$ cat config.mk
export PLATFORM = sky130hd
export DESIGN_NAME = tcw_sequencer
export DESIGN_NICKNAME = d
export VERILOG_FILES = /design/src/hw/rtl/tcw_pkg.sv /design/src/hw/rtl/tcw_sequencer.sv
export SDC_FILE = /design/constraint.sdc
export NUM_CORES = 1
export LEC_CHECK = 0
export CORE_MARGIN = 3
export CORE_UTILIZATION = 40
export DETAILED_ROUTE_END_ITERATION = 12
export DONT_BUFFER_PORTS = 1
export PLACE_DENSITY = 0.65
export REMOVE_ABC_BUFFERS = 1
export SLEW_MARGIN = 20
export SYNTH_ARGS = -nofsm -noshare
export SYNTH_HDL_FRONTEND = slang
export SYNTH_SLANG_ARGS = --single-unit
$ cat constraint.sdc
create_clock -name clk -period 2.6 [get_ports clk]
set_input_delay 0.39 -clock clk [delete_from_list [all_inputs] [get_ports clk]]
set_output_delay 0.39 -clock clk [all_outputs]
set_load 0.02 [all_outputs]
$ cat src/hw/rtl/tcw_pkg.sv
// Shared types, codes and the control store of the text console writer.
package tcw_pkg;

	// Field widths of the stream payloads.
	localparam int REQ_W   = 2;
	localparam int CHAR_W  = 8;
	localparam int IDX_W   = 11;
	localparam int ATTR_W  = 8;
	localparam int COLO_W  = 7;
	localparam int ROWO_W  = 5;
	localparam int OFF_W   = 11;
	localparam int CNT_W   = 3;
	localparam int S_DATA_W = 24;
	localparam int M_DATA_W = 48;

	// Width of the control store address and of the tab repeat counter.
	localparam int UPC_W = 5;
	localparam int REP_W = 2;

	// Request kinds.
	typedef enum logic [REQ_W-1:0] {
		REQ_PUT   = 2'd0,
		REQ_READ  = 2'd1,
		REQ_CLEAR = 2'd2,
		REQ_NONE  = 2'd3
	} req_t;

	// Control characters and fixed cell values.
	localparam logic [CHAR_W-1:0] CH_BS    = 8'h08;
	localparam logic [CHAR_W-1:0] CH_TAB   = 8'h09;
	localparam logic [CHAR_W-1:0] CH_LF    = 8'h0A;
	localparam logic [CHAR_W-1:0] CH_CR    = 8'h0D;
	localparam logic [CHAR_W-1:0] CH_SPACE = 8'h20;
	localparam logic [ATTR_W-1:0] ATTR_BLANK = 8'h00;
	localparam logic [ATTR_W-1:0] ATTR_RESET = 8'h07;

	// Reported cell counts and the extra spaces of a tab.
	localparam logic [CNT_W-1:0] CNT_TAB  = 3'd4;
	localparam logic [CNT_W-1:0] CNT_ONE  = 3'd1;
	localparam logic [CNT_W-1:0] CNT_NONE = 3'd0;
	localparam logic [REP_W-1:0] TAB_REPEAT = 2'd3;
	localparam logic [REP_W-1:0] REP_NONE   = 2'd0;

	// Datapath operations selected by one control word.
	typedef enum logic [2:0] {
		WR_NONE, WR_CELL, WR_BLANK, WR_PAINT, WR_COPY
	} wr_op_t;

	typedef enum logic {
		WA_CURSOR, WA_SWEEP
	} wa_sel_t;

	typedef enum logic [1:0] {
		RD_NONE, RD_SCROLL, RD_CELL
	} rd_op_t;

	typedef enum logic [1:0] {
		COL_HOLD, COL_ZERO, COL_INC, COL_DEC
	} col_op_t;

	typedef enum logic [1:0] {
		ROW_HOLD, ROW_ZERO, ROW_INC
	} row_op_t;

	typedef enum logic [1:0] {
		SW_HOLD, SW_ZERO, SW_INC
	} sweep_op_t;

	typedef enum logic [3:0] {
		CD_NEXT, CD_ALWAYS, CD_WRAP, CD_LAST_ROW, CD_COL_ZERO, CD_REP_ZERO,
		CD_PUT_MODE, CD_NOT_COPY_END, CD_NOT_FILL_END
	} cond_t;

	typedef logic [UPC_W-1:0] upc_t;

	// Control store addresses.
	localparam upc_t UA_P0      = 5'd0;
	localparam upc_t UA_P1      = 5'd1;
	localparam upc_t UA_P2      = 5'd2;
	localparam upc_t UA_P3      = 5'd3;
	localparam upc_t UA_CR      = 5'd4;
	localparam upc_t UA_BS0     = 5'd5;
	localparam upc_t UA_BS1     = 5'd6;
	localparam upc_t UA_RD      = 5'd7;
	localparam upc_t UA_NL0     = 5'd8;
	localparam upc_t UA_NL1     = 5'd9;
	localparam upc_t UA_SC_RD   = 5'd10;
	localparam upc_t UA_SC_WR   = 5'd11;
	localparam upc_t UA_SC_FILL = 5'd12;
	localparam upc_t UA_NL_END  = 5'd13;
	localparam upc_t UA_PAINT   = 5'd14;
	localparam upc_t UA_CLR0    = 5'd15;
	localparam upc_t UA_CLR1    = 5'd16;
	localparam upc_t UA_FIN     = 5'd17;

	// One control word.
	typedef struct packed {
		wr_op_t    wr;
		wa_sel_t   wa;
		rd_op_t    rd;
		col_op_t   col;
		row_op_t   row;
		sweep_op_t sweep;
		logic      rep_dec;
		cond_t     cond;
		upc_t      target;
		logic      fin;
	} ucode_t;

	localparam ucode_t UCODE_NOP = '{
		wr: WR_NONE, wa: WA_CURSOR, rd: RD_NONE, col: COL_HOLD, row: ROW_HOLD,
		sweep: SW_HOLD, rep_dec: 1'b0, cond: CD_NEXT, target: '0, fin: 1'b0
	};

	// Datapath flags that the jump conditions test.
	typedef struct packed {
		logic wrap;
		logic last_row;
		logic col_zero;
		logic rep_zero;
		logic put_mode;
		logic copy_end;
		logic fill_end;
	} status_t;

	// Decoded request: entry point and the values latched at acceptance.
	typedef struct packed {
		upc_t              entry;
		logic [REP_W-1:0]  rep;
		logic              put_mode;
		logic [CHAR_W-1:0] put_char;
		logic [CNT_W-1:0]  cells;
		logic              is_read;
	} dispatch_t;

	// Result fields as they leave the datapath.
	typedef struct packed {
		logic [CNT_W-1:0]  cells;
		logic [ATTR_W-1:0] cell_attr;
		logic [CHAR_W-1:0] cell_char;
		logic [OFF_W-1:0]  offset;
		logic [ROWO_W-1:0] row;
		logic [COLO_W-1:0] col;
	} result_t;

	// Builds one control word.
	function automatic ucode_t uw(input wr_op_t wr, input wa_sel_t wa, input rd_op_t rd,
			input col_op_t col, input row_op_t row, input sweep_op_t sw,
			input logic rep_dec, input cond_t cond, input upc_t target, input logic fin);
		ucode_t w;
		w.wr      = wr;
		w.wa      = wa;
		w.rd      = rd;
		w.col     = col;
		w.row     = row;
		w.sweep   = sw;
		w.rep_dec = rep_dec;
		w.cond    = cond;
		w.target  = target;
		w.fin     = fin;
		return w;
	endfunction

	// The control program. A step without a taken jump falls to the next address.
	function automatic ucode_t ucode_rom(input upc_t a);
		ucode_t w;
		unique case (a)
			// Printable byte: newline first if a wrap is pending.
			UA_P0:      w = uw(WR_NONE, WA_CURSOR, RD_NONE, COL_HOLD, ROW_HOLD, SW_HOLD,
					1'b0, CD_WRAP, UA_NL0, 1'b0);
			UA_P1:      w = uw(WR_CELL, WA_CURSOR, RD_NONE, COL_INC, ROW_HOLD, SW_HOLD,
					1'b0, CD_NEXT, '0, 1'b0);
			UA_P2:      w = uw(WR_PAINT, WA_CURSOR, RD_NONE, COL_HOLD, ROW_HOLD, SW_HOLD,
					1'b0, CD_REP_ZERO, UA_FIN, 1'b0);
			UA_P3:      w = uw(WR_NONE, WA_CURSOR, RD_NONE, COL_HOLD, ROW_HOLD, SW_HOLD,
					1'b1, CD_ALWAYS, UA_P0, 1'b0);
			// Carriage return.
			UA_CR:      w = uw(WR_NONE, WA_CURSOR, RD_NONE, COL_ZERO, ROW_HOLD, SW_HOLD,
					1'b0, CD_ALWAYS, UA_PAINT, 1'b0);
			// Backspace.
			UA_BS0:     w = uw(WR_NONE, WA_CURSOR, RD_NONE, COL_HOLD, ROW_HOLD, SW_HOLD,
					1'b0, CD_COL_ZERO, UA_PAINT, 1'b0);
			UA_BS1:     w = uw(WR_BLANK, WA_CURSOR, RD_NONE, COL_DEC, ROW_HOLD, SW_HOLD,
					1'b0, CD_ALWAYS, UA_PAINT, 1'b0);
			// Cell read.
			UA_RD:      w = uw(WR_NONE, WA_CURSOR, RD_CELL, COL_HOLD, ROW_HOLD, SW_HOLD,
					1'b0, CD_ALWAYS, UA_FIN, 1'b0);
			// Newline, with a scroll on the last row.
			UA_NL0:     w = uw(WR_NONE, WA_CURSOR, RD_NONE, COL_ZERO, ROW_HOLD, SW_ZERO,
					1'b0, CD_LAST_ROW, UA_SC_RD, 1'b0);
			UA_NL1:     w = uw(WR_NONE, WA_CURSOR, RD_NONE, COL_HOLD, ROW_INC, SW_HOLD,
					1'b0, CD_ALWAYS, UA_NL_END, 1'b0);
			UA_SC_RD:   w = uw(WR_NONE, WA_SWEEP, RD_SCROLL, COL_HOLD, ROW_HOLD, SW_HOLD,
					1'b0, CD_NEXT, '0, 1'b0);
			UA_SC_WR:   w = uw(WR_COPY, WA_SWEEP, RD_NONE, COL_HOLD, ROW_HOLD, SW_INC,
					1'b0, CD_NOT_COPY_END, UA_SC_RD, 1'b0);
			UA_SC_FILL: w = uw(WR_BLANK, WA_SWEEP, RD_NONE, COL_HOLD, ROW_HOLD, SW_INC,
					1'b0, CD_NOT_FILL_END, UA_SC_FILL, 1'b0);
			UA_NL_END:  w = uw(WR_NONE, WA_CURSOR, RD_NONE, COL_HOLD, ROW_HOLD, SW_HOLD,
					1'b0, CD_PUT_MODE, UA_P1, 1'b0);
			// Final cursor paint.
			UA_PAINT:   w = uw(WR_PAINT, WA_CURSOR, RD_NONE, COL_HOLD, ROW_HOLD, SW_HOLD,
					1'b0, CD_ALWAYS, UA_FIN, 1'b0);
			// Clear screen, also run once after reset.
			UA_CLR0:    w = uw(WR_NONE, WA_SWEEP, RD_NONE, COL_ZERO, ROW_ZERO, SW_ZERO,
					1'b0, CD_NEXT, '0, 1'b0);
			UA_CLR1:    w = uw(WR_BLANK, WA_SWEEP, RD_NONE, COL_HOLD, ROW_HOLD, SW_INC,
					1'b0, CD_NOT_FILL_END, UA_CLR1, 1'b0);
			UA_FIN:     w = uw(WR_NONE, WA_CURSOR, RD_NONE, COL_HOLD, ROW_HOLD, SW_HOLD,
					1'b0, CD_NEXT, '0, 1'b1);
			default:    w = UCODE_NOP;
		endcase
		return w;
	endfunction

	// Decodes an incoming request into its program entry and latched values.
	function automatic dispatch_t dispatch(input logic [REQ_W-1:0] req,
			input logic [CHAR_W-1:0] ch);
		dispatch_t d;
		d.entry    = UA_FIN;
		d.rep      = REP_NONE;
		d.put_mode = 1'b0;
		d.put_char = ch;
		d.cells    = CNT_NONE;
		d.is_read  = 1'b0;
		unique case (req_t'(req))
			REQ_PUT: begin
				d.cells = CNT_ONE;
				unique case (ch)
					CH_TAB: begin
						d.entry    = UA_P0;
						d.rep      = TAB_REPEAT;
						d.put_mode = 1'b1;
						d.put_char = CH_SPACE;
						d.cells    = CNT_TAB;
					end
					CH_CR: d.entry = UA_CR;
					CH_LF: d.entry = UA_NL0;
					CH_BS: d.entry = UA_BS0;
					default: begin
						d.entry    = UA_P0;
						d.put_mode = 1'b1;
					end
				endcase
			end
			REQ_READ: begin
				d.entry   = UA_RD;
				d.is_read = 1'b1;
			end
			REQ_CLEAR: d.entry = UA_CLR0;
			REQ_NONE:  d.entry = UA_FIN;
			default:   d.entry = UA_FIN;
		endcase
		return d;
	endfunction

endpackage

$ cat src/hw/rtl/tcw_sequencer.sv
// Microprogram sequencer: step counter, control store and conditional jumps.
module tcw_sequencer (
	input  logic             clk,
	input  logic             arst_n,
	input  logic             start,
	input  tcw_pkg::upc_t    entry,
	input  tcw_pkg::status_t status,
	input  logic             stall,
	output tcw_pkg::ucode_t  ctrl,
	output logic             busy,
	output logic             emit
);

	tcw_pkg::upc_t   upc_q;
	logic            busy_q;
	logic            quiet_q;
	tcw_pkg::ucode_t word;
	logic            taken;

	// Fetch the current control word; idle cycles drive no operation.
	always_comb begin
		word = tcw_pkg::ucode_rom(upc_q);
		ctrl = busy_q ? word : tcw_pkg::UCODE_NOP;
	end

	// Jump condition.
	always_comb begin
		case (word.cond)
			tcw_pkg::CD_NEXT:         taken = 1'b0;
			tcw_pkg::CD_ALWAYS:       taken = 1'b1;
			tcw_pkg::CD_WRAP:         taken = status.wrap;
			tcw_pkg::CD_LAST_ROW:     taken = status.last_row;
			tcw_pkg::CD_COL_ZERO:     taken = status.col_zero;
			tcw_pkg::CD_REP_ZERO:     taken = status.rep_zero;
			tcw_pkg::CD_PUT_MODE:     taken = status.put_mode;
			tcw_pkg::CD_NOT_COPY_END: taken = !status.copy_end;
			tcw_pkg::CD_NOT_FILL_END: taken = !status.fill_end;
			default:                  taken = 1'b0;
		endcase
	end

	assign busy = busy_q;
	assign emit = busy_q && word.fin && !quiet_q && !stall;

	// Step counter. After reset the clear program runs once without a result.
	always_ff @(posedge clk or negedge arst_n) begin
		if (!arst_n) begin
			upc_q   <= tcw_pkg::UA_CLR0;
			busy_q  <= 1'b1;
			quiet_q <= 1'b1;
		end else if (!busy_q) begin
			if (start) begin
				upc_q  <= entry;
				busy_q <= 1'b1;
			end
		end else if (word.fin) begin
			if (quiet_q || !stall) begin
				busy_q  <= 1'b0;
				quiet_q <= 1'b0;
			end
		end else begin
			upc_q <= taken ? word.target : upc_q + tcw_pkg::upc_t'(1);
		end
	end

	// The power-up clear never produces a result.
	a_quiet_no_emit: assert property (@(posedge clk) disable iff (!arst_n)
		quiet_q |-> !emit)
		else $error("result emitted during the power-up clear");

	// The step counter stays inside the program.
	a_upc_range: assert property (@(posedge clk) disable iff (!arst_n)
		busy_q |-> (upc_q <= tcw_pkg::UA_FIN))
		else $error("step counter outside the control store");

endmodule

After elaboration in Yosys (flattened, before gate mapping)
Memories as Yosys holds them, arrays and structs flattened.
Index checks and enable logic that the tools add are counted.
W data, S select, Z words.
{ "totals": {"regBits": 7, "romBits": 736, "out_inout_bits": 25, "elab_cells": 35, "memories": 1} }
{ "memory_table": {"columns": ["name", "words", "width", "read_ports", "rd_clocked_by_memory_dff", "write_ports", "line_no", "text"], "rows": [
  ["(no name shown)", 32, 23, 1, 0, 0, "tcw_pkg.sv:167", "unique case (a)"]
]} }
{ "classes": {"n_addsub": 1, "eq_ne": 9, "n_mux": 10, "n_reduce_logical": 11} }
{ "ops": {"columns": ["op", "count"], "rows": [
  ["$mux W23", 1],
  ["$mux W5", 4],
  ["$eq A4 B3 Y1 const B", 4],
  ["$eq A4 B2 Y1 const B", 2],
  ["$pmux W1 S8", 1],
  ["$add A5 B1 Y5 const B", 1],
  ["$eq A4 B1 Y1 const B", 1],
  ["$eq A4 B4 Y1 const B", 1],
  ["$logic_not A1 Y1", 4],
  ["$mux W1", 4],
  ["$logic_and A1 B1 Y1", 3],
  ["$reduce_and A3 Y1", 1],
  ["$ne A2 B2 Y1 const B", 1],
  ["$reduce_and A2 Y1", 1],
  ["$reduce_bool A2 Y1", 1],
  ["$logic_or A1 B1 Y1", 1]
]} }

Logic depth before layout (Yosys ltp)
Gate-level depths: netlist of run 1.
An unclocked memory read counts as a cell.
{ "logic_depth": {"ltp_word": 6, "mapped_depth": 9} }

Worst setup path after synthesis of run 1
Ideal clock, no wire load.
{ "synth_timing": {"kind": "flip-flop to flip-flop", "start": "reg upc_q[0]", "end": "reg upc_q[0]", "arrival_ns": 2.477, "required_time_ns": 2.517, "setup_slack_ns": 0.039, "path_stages_with_launch": 9, "n_path_buf": 0, "path_cell_list": "dfstp_2 inv_1 ha_1 nand2b_1 a21o_1 and2_4 o311a_1 or4_1 o311a_1"} }
{ "synth_via": {"elab_chain_cells": 6, "elab_cells_between_ends": 16, "classes_between": "add/sub: 1; eq/ne: 9; mux: 4; reduce/logical: 1; memory: 1"} }
{ "synth_rtl": {"columns": ["item", "line_no", "text"], "rows": [
  ["start, declared", "tcw_sequencer.sv:14", "tcw_pkg::upc_t upc_q;"],
  ["start signal, assigned", "tcw_sequencer.sv:48", "upc_q <= tcw_pkg::UA_CLR0;"],
  ["start signal, assigned", "tcw_sequencer.sv:53", "upc_q <= entry;"],
  ["start signal, assigned", "tcw_sequencer.sv:62", "upc_q <= taken ? word.target : upc_q + tcw_pkg::upc_t'(1);"],
  ["$mem_v2 Z32 W23", null, null],
  ["$eq A4 B4 Y1 (tied with other cells)", "tcw_sequencer.sv:28", "case (word.cond)"],
  ["$pmux W1 S8", "tcw_sequencer.sv:28", null],
  ["$mux W5", "tcw_sequencer.sv:62", null],
  ["$mux W5", "tcw_sequencer.sv:56", "end else if (word.fin) begin"],
  ["$mux W5", "tcw_sequencer.sv:51", "end else if (!busy_q) begin"]
]} }
Parallel ways exist; a longest one is shown, timed or not. The select of a mux whose other input is x is not followed.
A chain may end at the register's enable or synchronous reset.

Final worst setup path of run 1
Ends and elaborated chain as after synthesis.

==> impl_metrics.toml, run 1 <==
[run_status]
status = "complete, no violations"

[power_and_ir_drop]
p_int_w = 0.001163
power.density_nw_per_um2 = 1754
power_frac_comb = 0.860
power_leakage_nw = 0.6700
power_switching_share = 0.5735
clockPowerShare = 0.038
p_seq_frac = 0.102
switching_power_w = 0.001564
vdd_drop_max_uv = 837.2

[floorplan]
row_count = 20
die_x_um = 63.31
core_sq_um = 3103
die_h_um = 63.31
io_pins = 41
start_util = 0.4234
dieArea_sq_um = 4008

[layout]
layout-drive-gt1-share = 0.2577
diodes = 0
final_cell_count_no_fill = 238
areaGrowthSynthToFinish_pct = 18.38
fill_cells = 338
regArea_sq_um = 182.7
multi_input_area_sq_um = 1064
nets = 220
post-route-util = 0.5012

[timing]
worst_pin_slew_ns = 0.5605
maxSlewViolCount = 0
hold_viol = 0
layout_worst_path_cycle_share = 0.9795
slew_headroom = 0.6224
setup_violations = 0
rsz0062_at_grt = "yes"
fin_crit_ns = 2.547
skew_ns = 0.002882
max_freq_mhz = 392.7

[route]
wl_per_cell_um = 17.37
remaining_drc_errors = 0
totalWireLength_um = 4135
firstDrtPassIters = 4
drtIter0Drc = 108
via_per_inst = 6.076
antenna_left = 0
routed-via-count = 1446

[cts]
cts.clk_slew.worst_paths_ns = 0.05
htree_levels = 1
cts_buffers = 3
clock-sinks = 7
tritoncts = "yes"
clk_path_buf_depth = 2
clockRootBuffer = "clkbuf_4"
clock_latency_ns = 0.26

[yosys]
syn_avg_cell_area_sq_um = 7.550
yosysUniqueCellTypes = 57
async_reset_ff_frac = 1.000
synth_ff_type = "dfstp_2"
synth_compound_area_frac = 0.3048
syn_area_sq_um = 1314
synth_top_family_by_area = "simple AND/OR/NAND/NOR gates"
muxShareOfSynthArea = 0.05238
synth_xor_area_frac = 0.01333
ys_seq_area_frac = 0.1390
ys_warn_count = 0
synthSimpleGateAreaFrac = 0.3429
synth_seq_cells = 7
synth_cells = 174
synth-edff-count = 0
synthAdderAreaFrac = 0.08571

[critical_path]
critPathLaunchType = "flip-flop"
required_ns = 2.79
r2r_setup_slack_ns = 0.05
r2r_end = "upc_q[0]$_DFFE_PN1P_"
path_class = "flip-flop to flip-flop"
r2r_start = "upc_q[0]$_DFFE_PN1P_"
crit_path_max_fanout = 4
end_kind = "flip-flop"
crit_arrival_ns = 2.74
ff2ff_path_depth = 8

[min_path]
hold_path_depth = 2
hold_class = "input pin to flip-flop"
hold_end = "busy$_DFF_PN1_"
min_from = "stall"

[grt]
track_usage = 0.2119
grt_antenna_before_repair = 0
gr-total-overflow = 0
grt_max_degree = 18
grt_pass1_wl_um = 6858
grt_pass1_vias = 1391

[placed_design]
placedCellCount = 233
dp_hpwl_um = 3223
io_buffer_count = 0
place_congestion = 0.9156

[run]
cap_viol_max_count = 0
-- per-stage QoR --
step / setup WS (ns) / TNS, ns / hold slack, ns / cell area (sq um) / total power [W]
final: 0.05327 / 0 / 0.2363 / 1555 / 0.002727
after global routing: -0.03149 / -0.05463 / 0.2635 / 1555 / 0.002948
after CTS: 0.02544 / 0 / 0.2342 / 1538 / 0.002685
after detailed placement: 0.06899 / 0 / 0.09454 / 1501 / 0.002570
after global placement: 0.1306 / 0 / 0.09460 / 1501 / 0.002522
after floorplan: 0.02044 / 0 / 0.09441 / 1251 / 0.001936
-- layout make-up --
class                           instances  area share
Sequential cell                         7      0.1175
Timing Repair Buffer                   27      0.1344
Clock buffer                            4     0.01689
Inverter                                5     0.01207
Tap cell                               44     0.03540
Multi-Input combinational cell        151      0.6838
-- logic make-up (layout without fill, tap and decap cells) --
group                      after synthesis  after routing
and+or+nand+nor                         82             82
AOI/OAI and AO/OA                       53             53
buffers and inverters                   16             36
adders and majority gates                9              9
DFF                                      7              7
muxes                                    5              5
xor gates and xnor gates                 2              2
-- cells in the mapped netlist (2+ instances only) --
library cell | instances | area, sq um
a211oi_1 | 4 | 30.03
a21oi_1 | 13 | 65.06
a22oi_1 | 3 | 22.52
a31oi_1 | 4 | 25.02
and3_1 | 3 | 18.77
buf_2 | 2 | 10.01
buf_6 | 2 | 22.52
clkbuf_1 | 6 | 22.52
dfstp_2 | 6 | 157.7
ha_1 | 9 | 112.6
inv_1 | 3 | 11.26
inv_2 | 2 | 7.510
mux2i_1 | 2 | 20.02
nand2_1 | 16 | 60.06
nand2b_1 | 6 | 37.54
nand3_1 | 8 | 40.04
nor2_1 | 22 | 82.58
nor2b_1 | 5 | 31.28
nor3_1 | 5 | 25.02
nor3b_1 | 4 | 30.03
o211ai_1 | 4 | 30.03
o21a_1 | 2 | 15.01
o21ai_0 | 5 | 25.02
o21ai_1 | 2 | 10.01
o311a_1 | 2 | 20.02
o31ai_1 | 2 | 15.01
xnor2_1 | 2 | 17.52
-- metal layers --
metal	global-route usage	wire length (um)	up-vias
met4	0.08086	67	0
met2	0.3518	2048	68
li1	-	-	689
met1	0.2745	1691	683
met3	0.03387	328	6
met5	0	0	-
-- worst max-delay path by stage --
| stage | start | endpoint | slack, ns | depth (start not counted) |
|---|---|---|---|---|
| 6_report | upc_q[0]$_DFFE_PN1P_ | upc_q[0]$_DFFE_PN1P_ | 0.05 | 8 |
| 5_1_grt | upc_q[0]$_DFFE_PN1P_ | emit | -0.03 | 7 |
| 4_1_cts | upc_q[0]$_DFFE_PN1P_ | emit | 0.03 | 7 |
| 3_5_place_dp | upc_q[0]$_DFFE_PN1P_ | upc_q[0]$_DFFE_PN1P_ | 0.07 | 8 |
| 3_3_place_gp | upc_q[0]$_DFFE_PN1P_ | upc_q[0]$_DFFE_PN1P_ | 0.13 | 8 |
| 2_1_floorplan | upc_q[0]$_DFFE_PN1P_ | upc_q[0]$_DFFE_PN1P_ | 0.02 | 8 |
-- cells in the final DEF, fill, tap and decap left out, types with 2 or more instances in the layout --
cell / instances
a211oi_1: 4
a21oi_1: 13
a22oi_1: 3
a31oi_1: 4
and3_1: 3
buf_4: 25
clkbuf_4: 3
dfstp_2: 6
ha_1: 8
inv_1: 3
inv_2: 2
mux2i_1: 2
nand2_1: 16
nand2b_1: 6
nand3_1: 8
nor2_1: 22
nor2b_1: 5
nor3_1: 5
nor3b_1: 4
o211ai_1: 4
o21a_1: 2
o21ai_0: 4
o21ai_1: 3
o31ai_1: 2
xnor2_1: 2
-- what timing repair did --
action / in CTS / in global routing
hold buffers: 1 / 0
hold endpoints to repair: 7 / 0
buffers inserted: 0 / 0
setup endpoints to repair: 0 / 3
gates resized for setup: 0 / 4
-- registers in the layout (all words and copies together) (netlist names) --
| signal | cells |
|---|---|
| quiet_q | 1 |
| upc_q | 5 |
| busy | 1 |
-- power groups by stage --
stage / logic, W / registers [W] / clock network [W]
2_1_floorplan: 0.00157 / 0.000368 / 0
3_3_place_gp: 0.00225 / 0.000273 / 0
3_5_place_dp: 0.00229 / 0.000275 / 0
4_1_cts: 0.00230 / 0.000275 / 0.000106
5_1_grt: 0.00254 / 0.000290 / 0.000114
6_report: 0.00234 / 0.000279 / 0.000105
-- worst max-delay path: stages (launching register included) --
cell and delay [ns]:
dfstp_2 0.54, inv_1 0.08, ha_1 0.29, nand2b_1 0.16, a21o_1 0.23, and2_4 0.18
o311a_4 0.32, or4_1 0.53, o311a_1 0.14
Power figures use the tool's default switching activity.
==> inputs of run 2 (changes only) <==
--- a/config.mk
+++ b/config.mk
@@ -9,6 +9,7 @@
 export CORE_UTILIZATION = 40
 export DETAILED_ROUTE_END_ITERATION = 12
 export DONT_BUFFER_PORTS = 1
+export GPL_TIMING_DRIVEN = 0
 export PLACE_DENSITY = 0.65
 export REMOVE_ABC_BUFFERS = 1
 export SLEW_MARGIN = 20
==> constraint.sdc (replaced) <==
create_clock -name clk -period 2.6 [get_ports clk]
set_input_delay 0.52 -clock clk [delete_from_list [all_inputs] [get_ports clk]]
set_output_delay 0.52 -clock clk [all_outputs]
set_load 0.02 [all_outputs]
==> run 2 against run 1 <==
Effect of this change: via count decreased by 2.6%; hold slack got worse by 0.13 ns; highest routed layer unchanged; cell count decreased by 6.3%; the flow now finishes with violations (negative setup slack); core utilization increased by 0.65 points; sequential share of layout area increased by 0.57 points.
==> impl_metrics.toml, run 2 (synthesis results as in run 1) <==
[timing]
rsz0062_at_grt = "yes"
tns_ns = -0.1086
fin_crit_ns = 2.650
maxSlewViolCount = 0
skew_ns = 0.001923
slew_headroom = 0.4523
worst_pin_slew_ns = 0.8166
fin_ws_ns = -0.05046
hold_viol = 0
setup_violations = 3
layout_worst_path_cycle_share = 1.019
max_freq_mhz = 377.3

[cts]
cts.clk_slew.worst_paths_ns = 0.05
htree_levels = 1
clk_path_buf_depth = 2
clockRootBuffer = "clkbuf_4"
tritoncts = "yes"
clock_latency_ns = 0.26
clock-sinks = 7
cts_buffers = 3

[route]
totalWireLength_um = 4186
routed-via-count = 1409
antenna_left = 0
remaining_drc_errors = 0
via_per_inst = 6.318
wl_per_cell_um = 18.77
drtIter0Drc = 76
firstDrtPassIters = 4

[critical_path]
crit_path_max_fanout = 6
r2r_setup_slack_ns = -0.05
required_ns = 2.78
r2r_start = "upc_q[0]$_DFFE_PN1P_"
ff2ff_path_depth = 8
path_class = "flip-flop to flip-flop"
critPathSlowestCell = "dfstp_2"
path_cells = "inv_2 > ha_4 > nand2b_1 > a21o_1 > and2_4 > o311a_4 > or4_1 > o311a_1"
crit_arrival_ns = 2.83
slowest_delay_ns = 0.59
endpoint = "upc_q[0]$_DFFE_PN1P_"
critPathLaunchType = "flip-flop"
end_kind = "flip-flop"
cp-startpoint = "upc_q[0]$_DFFE_PN1P_"
r2r_end = "upc_q[0]$_DFFE_PN1P_"

[grt]
grt_pass1_wl_um = 6851
use_met3 = 0.05169
gr-total-overflow = 0
grt.busiest_layer = "met2"
track_usage = 0.2099
met2_usage = 0.3544
grt_max_degree = 36
grt_pass1_vias = 1408
grt_antenna_before_repair = 0
use_met1 = 0.2677

[floorplan]
start_util = 0.4234
dieArea_sq_um = 4008
die_h_um = 63.31
io_pins = 41
core_sq_um = 3103
row_count = 20
die_x_um = 63.31

[layout]
areaGrowthSynthToFinish_pct = 19.90
diodes = 0
layout_common_cells = "20 x nor2_1, 16 x nand2_1, 13 x a21oi_1"
layout_commonest_cell = "nor2_1"
top_register = "upc_q"
multi_input_area_sq_um = 1187
largest_register_ffs = 5
layout-drive-gt1-share = 0.2961
regArea_sq_um = 193.9
nets = 205
fill_cells = 313

[min_path]
hold_class = "input pin to async pin"

[placed_design]
io_buffer_count = 0
dp_hpwl_um = 2741
place_congestion = 0.9719

[run_status]
status = "finished with violations"
violations = "negative setup slack"

[run]
cap_viol_max_count = 0
## run 2: worst min-delay path by stage
stage	startpoint	to	slack (ns)	depth (start not counted)
after CTS	arst_n	quiet_q$_DFFE_PN1P_	0.1	0
after global placement	arst_n	upc_q[4]$_DFFE_PN0P_	0.22	0
final	arst_n	busy$_DFF_PN1_	0.10	0
after floorplan	arst_n	upc_q[4]$_DFFE_PN0P_	0.22	0
after global routing	arst_n	busy$_DFF_PN1_	0.07	0
after detailed placement	arst_n	upc_q[4]$_DFFE_PN0P_	0.22	0
## run 2: worst max-delay path, delay by kind of cell, from the launching register on
kind	cells	cell delay, ns
and+or+nand+nor	3	0.91
AOI/OAI and AO/OA	3	0.68
DFF	1	0.59
adders and majority gates	1	0.28
buffers and inverters	1	0.11
## run 2: what timing repair did
| item | CTS | global route |
|---|---|---|
| resized for setup | 18 | 11 |
| setup buffers | 9 | 2 |
| hold buffers | 1 | 0 |
| setup endpoints to repair | 23 | 16 |
| endpoints found under the hold margin | 1 | 0 |
| pin swaps | 3 | 2 |
## run 2: cell type report
class,instances,area share
inverter,5,0.01430
clock buffer,4,0.01668
tap,44,0.03495
sequential,7,0.1231
timing repair buffer,12,0.05719
multi-input combinational,151,0.7538
## run 2: metrics by stage
stage	utilization	instances	instance area [sq um]	hold slack, ns	worst slack, ns
5_1_grt	0.5077	223	1575	0.07271	-0.1410
3_5_place_dp	0.4210	207	1306	0.2245	-0.2987
4_1_cts	0.4839	221	1501	0.09893	-0.02613
6_report	0.5077	223	1575	0.1033	-0.05046
3_3_place_gp	0.4210	207	1306	0.2246	-0.2908
2_1_floorplan	-	163	1251	0.2244	0.01832
## run 2: metal layers
| metal | up-vias | routed length, um |
|---|---|---|
| li1 | 663 | - |
| met1 | 678 | 1669 |
| met2 | 59 | 2121 |
| met4 | 0 | 53 |
| met3 | 9 | 342 |
| met5 | - | 0 |
Power of run 2 is left out: the tool's default activity adds up to more than one toggle a clock period on the data nets, which glitch-free logic cannot reach.
